--- src/assert_macros.svh ---
// Assertion macros used by the top-level RTL file of the upstream grant scheduler.
`ifndef ASSERT_MACROS_SVH
`define ASSERT_MACROS_SVH

// Check a property on every rising clock edge, skipped while reset is high.
`define ASSERT_CLK(label, clk, rst, prop, msg) \
   label: assert property (@(posedge clk) disable iff (rst) prop) else $error(msg);

// Check that a condition implies a consequence in the same cycle.
`define ASSERT_IMPLY(label, clk, rst, cond, cons, msg) \
   label: assert property (@(posedge clk) disable iff (rst) (cond) |-> (cons)) \
      else $error(msg);

`endif

--- src/ougs_pkg.sv ---
// Package: types, codes and constants of the upstream grant scheduler.
`default_nettype none
package ougs_pkg;

   localparam int QUEUE_DEPTH = 32;
   localparam int PTR_W       = $clog2(QUEUE_DEPTH);
   localparam int CNT_W       = $clog2(QUEUE_DEPTH + 1);

   localparam int TAG_W   = 16;
   localparam int LEN_W   = 14;
   localparam int ID_W    = 8;
   localparam int BYTES_W = 24;
   localparam int FLEN_W  = 10;
   localparam int DROP_W  = 32;
   localparam int ENTRY_W = TAG_W + LEN_W;

   localparam logic [1:0] KIND_ARRIVAL = 2'd0;
   localparam logic [1:0] KIND_GRANT   = 2'd1;
   localparam logic [1:0] KIND_PING    = 2'd2;

   localparam logic [1:0] OUT_DEPART = 2'd0;
   localparam logic [1:0] OUT_REPORT = 2'd1;
   localparam logic [1:0] OUT_PING   = 2'd2;

   localparam logic [1:0] CSR_BUFFER_CAPACITY = 2'd0;
   localparam logic [1:0] CSR_ONU_ID          = 2'd1;
   localparam logic [1:0] CSR_REPORT_LENGTH   = 2'd2;

   localparam logic [BYTES_W-1:0] CAPACITY_RESET = 24'd10000000;
   localparam logic [ID_W-1:0]    ONU_ID_RESET   = 8'd0;
   localparam logic [FLEN_W-1:0]  REPORT_RESET   = 10'd64;

   typedef struct packed {
      logic [1:0]         kind;
      logic [TAG_W-1:0]   packet_tag;
      logic [LEN_W-1:0]   packet_length;
      logic [ID_W-1:0]    grant_target;
      logic [BYTES_W-1:0] grant_bytes;
   } item_type;

   typedef struct packed {
      logic [1:0]         out_kind;
      logic [TAG_W-1:0]   sent_tag;
      logic [LEN_W-1:0]   sent_length;
      logic [BYTES_W-1:0] request_bytes;
      logic [FLEN_W-1:0]  frame_length;
      logic [ID_W-1:0]    source_onu;
      logic [DROP_W-1:0]  dropped_total;
      logic               last;
   } result_type;

   typedef struct packed {
      logic [BYTES_W-1:0] buffer_capacity;
      logic [ID_W-1:0]    onu_id;
      logic [FLEN_W-1:0]  report_length;
   } cfg_type;

   typedef struct packed {
      logic [CNT_W-1:0]   entry_count;
      logic [BYTES_W-1:0] pending_bytes;
      logic               busy;
   } status_type;

   function automatic logic [PTR_W-1:0] ptr_inc(input logic [PTR_W-1:0] p);
      if (p == PTR_W'(QUEUE_DEPTH - 1)) begin
         return '0;
      end
      return p + PTR_W'(1);
   endfunction

endpackage
`default_nettype wire

--- src/ougs_ram.sv ---
// Generic single-write, single-read RAM with registered read data.
`default_nettype none
module ougs_ram #(
   parameter int WIDTH = 8,
   parameter int DEPTH = 16
) (
   input  wire logic                     clock,
   input  wire logic                     wr_en,
   input  wire logic [$clog2(DEPTH)-1:0] wr_addr,
   input  wire logic [WIDTH-1:0]         wr_data,
   input  wire logic [$clog2(DEPTH)-1:0] rd_addr,
   output logic      [WIDTH-1:0]         rd_data
);

   logic [WIDTH-1:0] mem [DEPTH];
   logic [WIDTH-1:0] rd_data_ff;

   always_ff @(posedge clock) begin
      if (wr_en) begin
         mem[wr_addr] <= wr_data;
      end
      rd_data_ff <= mem[rd_addr];
   end

   assign rd_data = rd_data_ff;

endmodule
`default_nettype wire

--- src/ougs_out.sv ---
// Result register between the scheduler and the result stream.
`default_nettype none
module ougs_out (
   input  wire logic                clock,
   input  wire logic                reset,
   input  wire logic                load,
   input  wire ougs_pkg::result_type load_data,
   output logic                     slot_free,
   output logic                     out_valid,
   input  wire logic                out_ready,
   output ougs_pkg::result_type     out_data
);

   logic                 valid_ff;
   logic                 valid_in;
   ougs_pkg::result_type data_ff;

   assign slot_free = !valid_ff || out_ready;

   always_comb begin
      valid_in = valid_ff;
      if (load) begin
         valid_in = 1'b1;
      end else if (out_ready) begin
         valid_in = 1'b0;
      end
   end

   always_ff @(posedge clock) begin
      if (reset) begin
         valid_ff <= 1'b0;
      end else begin
         valid_ff <= valid_in;
      end
   end

   always_ff @(posedge clock) begin
      if (load) begin
         data_ff <= load_data;
      end
   end

   assign out_valid = valid_ff;
   assign out_data  = data_ff;

endmodule
`default_nettype wire

--- src/ougs_sched.sv ---
// Queue control and grant sequencer around the packet store.
`default_nettype none
module ougs_sched (
   input  wire logic                clock,
   input  wire logic                reset,
   input  wire ougs_pkg::cfg_type   cfg,
   input  wire logic                item_valid,
   output logic                     item_ready,
   input  wire ougs_pkg::item_type  item,
   input  wire logic                slot_free,
   output logic                     res_load,
   output ougs_pkg::result_type     res_data,
   output ougs_pkg::status_type     status
);

   typedef enum logic [1:0] {
      S_IDLE,
      S_EVAL,
      S_PING
   } state_type;

   state_type                         state_ff, state_in;
   logic [ougs_pkg::PTR_W-1:0]        head_ff, head_in;
   logic [ougs_pkg::PTR_W-1:0]        tail_ff, tail_in;
   logic [ougs_pkg::CNT_W-1:0]        count_ff, count_in;
   logic [ougs_pkg::BYTES_W-1:0]      pending_ff, pending_in;
   logic [ougs_pkg::BYTES_W-1:0]      credit_ff, credit_in;
   logic [ougs_pkg::DROP_W-1:0]       drop_ff, drop_in;

   logic                              accept;
   logic [ougs_pkg::BYTES_W:0]        future;
   logic                              admit;
   logic                              wr_en;
   logic [ougs_pkg::PTR_W-1:0]        rd_addr;
   logic [ougs_pkg::ENTRY_W-1:0]      entry;
   logic [ougs_pkg::LEN_W-1:0]        head_len;
   logic [ougs_pkg::BYTES_W-1:0]      head_len_ext;
   logic                              fits;
   logic                              depart;

   ougs_ram #(
      .WIDTH (ougs_pkg::ENTRY_W),
      .DEPTH (ougs_pkg::QUEUE_DEPTH)
   ) u_store (
      .clock   (clock),
      .wr_en   (wr_en),
      .wr_addr (tail_ff),
      .wr_data ({item.packet_tag, item.packet_length}),
      .rd_addr (rd_addr),
      .rd_data (entry)
   );

   assign item_ready = (state_ff == S_IDLE);
   assign accept     = item_valid && item_ready;

   assign future = {1'b0, pending_ff} + (ougs_pkg::BYTES_W + 1)'(item.packet_length);
   assign admit  = (future <= {1'b0, cfg.buffer_capacity})
                   && (count_ff < ougs_pkg::CNT_W'(ougs_pkg::QUEUE_DEPTH));
   assign wr_en  = accept && (item.kind == ougs_pkg::KIND_ARRIVAL) && admit;

   assign head_len     = entry[ougs_pkg::LEN_W-1:0];
   assign head_len_ext = ougs_pkg::BYTES_W'(head_len);
   assign fits = (credit_ff != '0) && (pending_ff != '0) && (count_ff != '0)
                 && (head_len_ext <= credit_ff) && (head_len_ext <= pending_ff);
   assign depart  = (state_ff == S_EVAL) && fits && slot_free;
   assign rd_addr = depart ? ougs_pkg::ptr_inc(head_ff) : head_ff;

   always_comb begin
      state_in   = state_ff;
      head_in    = head_ff;
      tail_in    = tail_ff;
      count_in   = count_ff;
      pending_in = pending_ff;
      credit_in  = credit_ff;
      drop_in    = drop_ff;
      res_load   = 1'b0;
      res_data   = '0;
      res_data.dropped_total = drop_ff;
      unique case (state_ff)
         S_IDLE: begin
            if (accept) begin
               unique case (item.kind)
                  ougs_pkg::KIND_ARRIVAL: begin
                     if (admit) begin
                        tail_in    = ougs_pkg::ptr_inc(tail_ff);
                        count_in   = count_ff + ougs_pkg::CNT_W'(1);
                        pending_in = future[ougs_pkg::BYTES_W-1:0];
                     end else if (drop_ff != '1) begin
                        drop_in = drop_ff + ougs_pkg::DROP_W'(1);
                     end
                  end
                  ougs_pkg::KIND_GRANT: begin
                     if (item.grant_target == cfg.onu_id) begin
                        credit_in = item.grant_bytes;
                        state_in  = S_EVAL;
                     end
                  end
                  ougs_pkg::KIND_PING: begin
                     state_in = S_PING;
                  end
                  default: begin
                  end
               endcase
            end
         end
         S_EVAL: begin
            if (slot_free) begin
               res_load = 1'b1;
               if (fits) begin
                  res_data.out_kind    = ougs_pkg::OUT_DEPART;
                  res_data.sent_tag    = entry[ougs_pkg::ENTRY_W-1:ougs_pkg::LEN_W];
                  res_data.sent_length = head_len;
                  head_in    = ougs_pkg::ptr_inc(head_ff);
                  count_in   = count_ff - ougs_pkg::CNT_W'(1);
                  credit_in  = credit_ff - head_len_ext;
                  pending_in = pending_ff - head_len_ext;
               end else begin
                  res_data.out_kind      = ougs_pkg::OUT_REPORT;
                  res_data.request_bytes = pending_ff;
                  res_data.frame_length  = cfg.report_length;
                  res_data.source_onu    = cfg.onu_id;
                  res_data.last          = 1'b1;
                  state_in = S_IDLE;
               end
            end
         end
         S_PING: begin
            if (slot_free) begin
               res_load            = 1'b1;
               res_data.out_kind   = ougs_pkg::OUT_PING;
               res_data.source_onu = cfg.onu_id;
               res_data.last       = 1'b1;
               state_in            = S_IDLE;
            end
         end
         default: begin
            state_in = S_IDLE;
         end
      endcase
   end

   always_ff @(posedge clock) begin
      if (reset) begin
         state_ff   <= S_IDLE;
         head_ff    <= '0;
         tail_ff    <= '0;
         count_ff   <= '0;
         pending_ff <= '0;
         credit_ff  <= '0;
         drop_ff    <= '0;
      end else begin
         state_ff   <= state_in;
         head_ff    <= head_in;
         tail_ff    <= tail_in;
         count_ff   <= count_in;
         pending_ff <= pending_in;
         credit_ff  <= credit_in;
         drop_ff    <= drop_in;
      end
   end

   assign status.entry_count   = count_ff;
   assign status.pending_bytes = pending_ff;
   assign status.busy          = (state_ff != S_IDLE);

endmodule
`default_nettype wire

--- src/onu_upstream_grant_scheduler.sv ---
// An arrival is queued at its transfer; a ping reply or the first result of a grant passes
// through the sequencer state register and then the result register. An arrival leaves the
// input ready; a ping or a grant for this ONU holds it low until the sequencer is idle again,
// which a held output delays. Departures run at one per cycle while the result register has
// a free slot, through the store's next-head address. Reset clears queue pointers, counters,
// credit and drop count and loads the register defaults; the packet store is not cleared.
`default_nettype none
`include "assert_macros.svh"
module onu_upstream_grant_scheduler (
   input  wire logic         clock,
   input  wire logic         reset,
   // req_tdata: packet_tag[15:0], packet_length[29:16], grant_target[37:30],
   // grant_bytes[61:38], zero[63:62]
   input  wire logic         req_tvalid,
   output logic              req_tready,
   input  wire logic [63:0]  req_tdata,
   // req_tuser: kind[1:0]
   input  wire logic [1:0]   req_tuser,
   // rsp_tdata: sent_tag[15:0], sent_length[29:16], request_bytes[53:30],
   // frame_length[63:54], source_onu[71:64], dropped_total[103:72]
   output logic              rsp_tvalid,
   input  wire logic         rsp_tready,
   output logic [103:0]      rsp_tdata,
   // rsp_tuser: out_kind[1:0]
   output logic [1:0]        rsp_tuser,
   output logic              rsp_tlast,
   input  wire logic         csr_valid,
   output logic              csr_ready,
   input  wire logic [1:0]   csr_index,
   input  wire logic [23:0]  csr_data
);

   ougs_pkg::cfg_type    cfg_ff, cfg_in;
   ougs_pkg::item_type   item;
   ougs_pkg::result_type res_data;
   ougs_pkg::result_type out_data;
   ougs_pkg::status_type status;
   logic                 slot_free;
   logic                 res_load;

   assign csr_ready = 1'b1;

   always_comb begin
      cfg_in = cfg_ff;
      if (csr_valid && csr_ready) begin
         unique case (csr_index)
            ougs_pkg::CSR_BUFFER_CAPACITY: cfg_in.buffer_capacity = csr_data;
            ougs_pkg::CSR_ONU_ID:          cfg_in.onu_id = csr_data[ougs_pkg::ID_W-1:0];
            ougs_pkg::CSR_REPORT_LENGTH:   cfg_in.report_length =
                                              csr_data[ougs_pkg::FLEN_W-1:0];
            default: begin
            end
         endcase
      end
   end

   always_ff @(posedge clock) begin
      if (reset) begin
         cfg_ff.buffer_capacity <= ougs_pkg::CAPACITY_RESET;
         cfg_ff.onu_id          <= ougs_pkg::ONU_ID_RESET;
         cfg_ff.report_length   <= ougs_pkg::REPORT_RESET;
      end else begin
         cfg_ff <= cfg_in;
      end
   end

   assign item.kind          = req_tuser;
   assign item.packet_tag    = req_tdata[15:0];
   assign item.packet_length = req_tdata[29:16];
   assign item.grant_target  = req_tdata[37:30];
   assign item.grant_bytes   = req_tdata[61:38];

   ougs_sched u_sched (
      .clock      (clock),
      .reset      (reset),
      .cfg        (cfg_ff),
      .item_valid (req_tvalid),
      .item_ready (req_tready),
      .item       (item),
      .slot_free  (slot_free),
      .res_load   (res_load),
      .res_data   (res_data),
      .status     (status)
   );

   ougs_out u_out (
      .clock     (clock),
      .reset     (reset),
      .load      (res_load),
      .load_data (res_data),
      .slot_free (slot_free),
      .out_valid (rsp_tvalid),
      .out_ready (rsp_tready),
      .out_data  (out_data)
   );

   assign rsp_tuser = out_data.out_kind;
   assign rsp_tlast = out_data.last;
   assign rsp_tdata = {out_data.dropped_total, out_data.source_onu, out_data.frame_length,
                       out_data.request_bytes, out_data.sent_length, out_data.sent_tag};

   `ASSERT_CLK(a_count_bound, clock, reset,
      (status.entry_count <= ougs_pkg::CNT_W'(ougs_pkg::QUEUE_DEPTH)),
      "queue entry count above depth")
   `ASSERT_IMPLY(a_empty_no_bytes, clock, reset, (status.entry_count == '0),
      (status.pending_bytes == '0), "pending bytes left in an empty queue")
   `ASSERT_IMPLY(a_last_kind, clock, reset, (rsp_tvalid && rsp_tlast),
      (rsp_tuser == ougs_pkg::OUT_REPORT || rsp_tuser == ougs_pkg::OUT_PING),
      "final result is not a report or ping reply")
   `ASSERT_IMPLY(a_depart_not_last, clock, reset, (rsp_tvalid && !rsp_tlast),
      (rsp_tuser == ougs_pkg::OUT_DEPART), "non-final result is not a departure")
   `ASSERT_IMPLY(a_busy_holds_input, clock, reset, status.busy, !req_tready,
      "input ready while the sequencer is busy")

endmodule
`default_nettype wire

--- config.mk ---
export PLATFORM = sky130hd
export DESIGN_NAME = onu_upstream_grant_scheduler
export DESIGN_NICKNAME = d
export VERILOG_FILES = /design/src/ougs_pkg.sv /design/src/ougs_ram.sv /design/src/ougs_out.sv /design/src/ougs_sched.sv /design/src/onu_upstream_grant_scheduler.sv
export VERILOG_INCLUDE_DIRS = /design/src /design/src/src
export SDC_FILE = /design/constraint.sdc
export NUM_CORES = 2
export LEC_CHECK = 0
export BUFFER_PORTS_ARGS = -buffer_cell sky130_fd_sc_hd__buf_2
export CAP_MARGIN = 30
export CELL_PAD_IN_SITES_DETAIL_PLACEMENT = 0
export CELL_PAD_IN_SITES_GLOBAL_PLACEMENT = 2
export CORE_MARGIN = 2
export CORE_UTILIZATION = 44
export CTS_CLUSTER_DIAMETER = 50
export DETAILED_ROUTE_END_ITERATION = 10
export GPL_TIMING_DRIVEN = 1
export PLACE_DENSITY = 0.88
export SETUP_SLACK_MARGIN = 0.05
export SLEW_MARGIN = 40
export SYNTH_ARGS = -nofsm -noshare
export SYNTH_HDL_FRONTEND = slang
export SYNTH_HIERARCHICAL = 1
export SYNTH_SLANG_ARGS = --single-unit
export TNS_END_PERCENT = 30
--- constraint.sdc ---
create_clock -name clock -period 19.5 [get_ports clock]
set_input_delay 5.85 -clock clock [delete_from_list [all_inputs] [get_ports clock]]
set_output_delay 5.85 -clock clock [all_outputs]
set_load 0.05 [all_outputs]
==> results by group <==
Pwr
  – Internal Power: 4.610 mW
  – Switching power: 1.547 mW
  – Reg power frac: 48.5%
  – Sw frac: 25.12%
  – Power per cell area: 103.6 nW/um^2
  – Peak supply drop: 0.07979 mV
  – Clock share of power: 42.0%
  – Leakage: 19.35 nW
  – Combinational fraction of design power: 9.5%

Worst setup path
  – CP arrival: 12960 ps
  – Crit Path Max Fanout: 33
  – Crit path launch type: primary input
  – Critical path type: primary input to flip-flop
  – Worst path required time: 19890 ps
  – Worst reg-to-reg setup slack: 12240 ps
  – Crit end category: flip-flop

Route
  – Avg WL per Cell: 23.24 um
  – DRT iter0 DRCs: 2504
  – Routed wl met2: 60600 um
  – Post-DR vias/cell: 5.587
  – DR pass1 iterations: 5
  – Drt drc: 0
  – WL final: 126900 um
  – ANT nets after route: 0
  – DR WL met3: 7684 um
  – Met1 layer wirelength in the final routing: 55310 um
  – Top sig layer: met5
  – DR vias: 30510

Place
  – Port Buffer Count: 203
  – Hpwl dp: 74050 um
  – Routability cong.: 0.8074
  – Place WS: 6113 ps

CTS
  – # H-tree levels: 4
  – Reg clk slew, reported paths: 60 ps
  – Clock tree buffer depth: 3
  – Clk Latency, worst-skew pair: 770 ps
  – Post-CTS resize count: 0
  – Clk sinks: 1238
  – Buffer count from post-CTS setup fixing: 0
  – CTS tree: done
  – Post-CTS Hold Buffers: 0
  – CTS Buf Count: 140
  – Clock root buffer: clkbuf_16

Global routing
  – Total gr overflow: 0
  – First-pass GRT wire length: 186700 um
  – GRT Overall Usage: 20.70%
  – Vias in the first global route: 29310
  – Largest net degree at the start of global routing: 121
  – Initial antenna violation count: 9

Flow run
  – Max cap viols: 0

Yosys
  – Top cell type's share of synthesized area: 61.66%
  – Synth cell count leaders: edfxtp_1 (1067), mux2i_1 (540), nor2_1 (183)
  – Post-synthesis xor/xnor area fraction: 1.247%
  – Cell taking the most area after synthesis: edfxtp_1
  – Mapped Cells: 3585
  – Flop and latch count out of synthesis: 1238
  – Seq/Total Area, Yosys: 68.25%
  – Top cells by area, synth: edfxtp_1 (62%), mux2i_1 (10%), dfxtp_1 (6.6%)
  – Post-Synth Simple-Gate Area: 8.216%
  – Area share of fa/ha/maj cells after synthesis: 2.032%
  – Largest family of logic cells by synthesized area: multiplexers
  – Post-Syn Area per Cell: 14.49 um^2
  – Post-synth EDFFs: 1067
  – Most instantiated library cell after synthesis: edfxtp_1
  – Multiplexer area fraction after synthesis: 10.60%
  – Ys Warns: 6
  – Syn nets: 3764
  – Ys async rst share: 0%
  – Complex-gate fraction of the synthesized area: 6.940%
  – Mapped Area: 51960 um^2
  – Post-synth cell types: 88
  – Main synth FF type: edfxtp_1

Finish
  – Reg area: 35460 um^2
  – Fillcell total: 9760
  – Final #Nets: 3985
  – Layout cells sized above 1: 14.25%
  – Area Overhead vs Synth: 14.32%
  – Multi-input gate area: 15410 um^2

STA
  – Hold Vio Cnt, Final: 0
  – Number of setup violations in the final report: 0
  – Post-route setup slack: 6933 ps
  – Worst-Margin Slew: 858.9 ps
  – Maximum clock frequency: 79.57 MHz
  – Max-slew violation count: 0
  – TNS Setup: 0 ps
  – RSZ-0062 raised after global routing: false
  – Final period util: 64.45%
  – Final Skew: 52.88 ps
  – Slew Limit Headroom: 42.60%
  – Clock period minus worst slack: 12570 ps

Floorplan
  – Die ar.: 120900 um^2
  – Die H: 347.6 um
  – Rows: 126
  – CORE AREA: 117600 um^2
  – # IOs: 207
  – Initial core utilization: 44.18%
  – DIE WIDTH: 347.6 um

Outcome
  – Status: finished, final reports clean

Hold path
  – Hold WC Path Type: flip-flop to flip-flop
cell usage in the layout (no fill, tap or decap), types with 15 or more instances in the layout:
cell       netlist  routed
ha_1            78      77
a22o_1          60      60
nor4_1          21      20
xor2_1          26      26
a21o_1          17      17
a21oi_1        168     166
a31oi_1         35      35
and3_1          15      15
nand4_1         21      21
a211oi_1        31      31
nor3_1          94      94
nand2_1        170     169
mux2i_1        540     539
nor2b_1         17      16
xnor2_1         48      48
inv_1           69      67
nor2_4           0      34
clkinv_1         0      25
clkinv_2         0      15
nand2b_1        71      69
nand3b_1        16      16
dfxtp_1        171     171
and2_1          64      63
nor2_1         183     149
edfxtp_1      1067    1067
clkbuf_16        0     140
o21ai_0         53      53
a22oi_1         90      90
buf_2           37     202
nand3_1        119     119
clkbuf_1        86      29
buf_4           23      55
power groups by stage:
stage | Combinational [mW] | Clock, mW | Sequential, mW
2_1_floorplan | 0.283 | 0 | 3.17
3_5_place_dp | 0.582 | 0 | 3.04
4_1_cts | 0.584 | 2.63 | 2.99
5_1_grt | 0.634 | 2.75 | 2.99
6_report | 0.582 | 2.59 | 2.99
3_3_place_gp | 0.576 | 0 | 3.04
stage by stage:
stage	hold slack, ps	total power [mW]	std cells	cell area, um^2	utilization, %
CTS	459.7	6.204	5456	59350	50.46
floorplan	428.1	3.455	3585	51960	-
global placement	442.4	3.619	5194	54580	46.41
finish	457.8	6.157	5460	59400	50.51
global route	471.3	6.375	5458	59400	50.50
detailed placement	449.6	3.626	5198	54680	46.50
routing by layer:
metal / vias to the layer above / global-route usage, %
li1: 14130 / -
met1: 15190 / 28.21
met2: 988 / 33.95
met3: 197 / 3.457
met4: 2 / 6.485
met5: - / 0
critical path, cell delays in order:
cell and delay, ps:
buf_2 540, ha_1 330, fa_1 240, a211oi_1 100, o31a_1 350, nor3_1 360, o21ai_1 300, nor4_1 410
xnor2_1 170, ha_1 310, and3_1 170, nand2_1 110, or4_4 560, nor3_1 570, o211ai_2 370, inv_1 270
nand3_1 620, nor2_4 710, buf_4 530
worst paths after layout:
check	start	endpoint	cells past startpoint
hold / removal	u_sched/drop_ff[21]$_SDFFE_PP0P_	u_out/out_data[22]$_DFFE_PP_	0
hold reg to reg	u_sched/drop_ff[21]$_SDFFE_PP0P_	u_out/out_data[22]$_DFFE_PP_	0
setup / recovery	req_tdata[16]	u_sched/u_store/mem[27][2]$_DFFE_PP_	19
setup reg to reg	u_sched/pending_ff[0]$_SDFFE_PP0P_	u_sched/u_store/mem[27][2]$_DFFE_PP_	18
final cells by class:
class	instances	area share [%]
Sequential cell	1238	59.70
Multi-Input combinational cell	2087	25.94
Clock buffer	178	6.290
Tap cell	1536	3.235
Timing Repair Buffer	270	2.814
Clock inverter	80	1.567
Inverter	69	0.4444
Antenna cell	2	0.008425
kinds of logic (layout without fill, tap and decap cells):
kind of cell,Yosys count,after routing
DFF,1238,1238
and+or+nand+nor,844,844
muxes,549,549
AOI/OAI and AO/OA,537,537
buffers and inverters,260,597
adders and majority gates,82,82
xor gates and xnor gates,74,74
other,1,3
flip-flops by register name, indices dropped and copies added, names as in the netlist:
register                 flops
u_sched/credit_ff           24
cfg_ff                      42
u_out/out_data             107
u_sched/drop_ff             32
u_sched/u_store/mem        960
u_out/out_valid              1
u_sched/count_ff             6
u_sched/state_ff             2
u_sched/pending_ff          24
u_sched/u_store/rd_data     30
u_sched/head_ff              5
u_sched/tail_ff              5
Note: power is estimated with default switching activity, not from simulation.
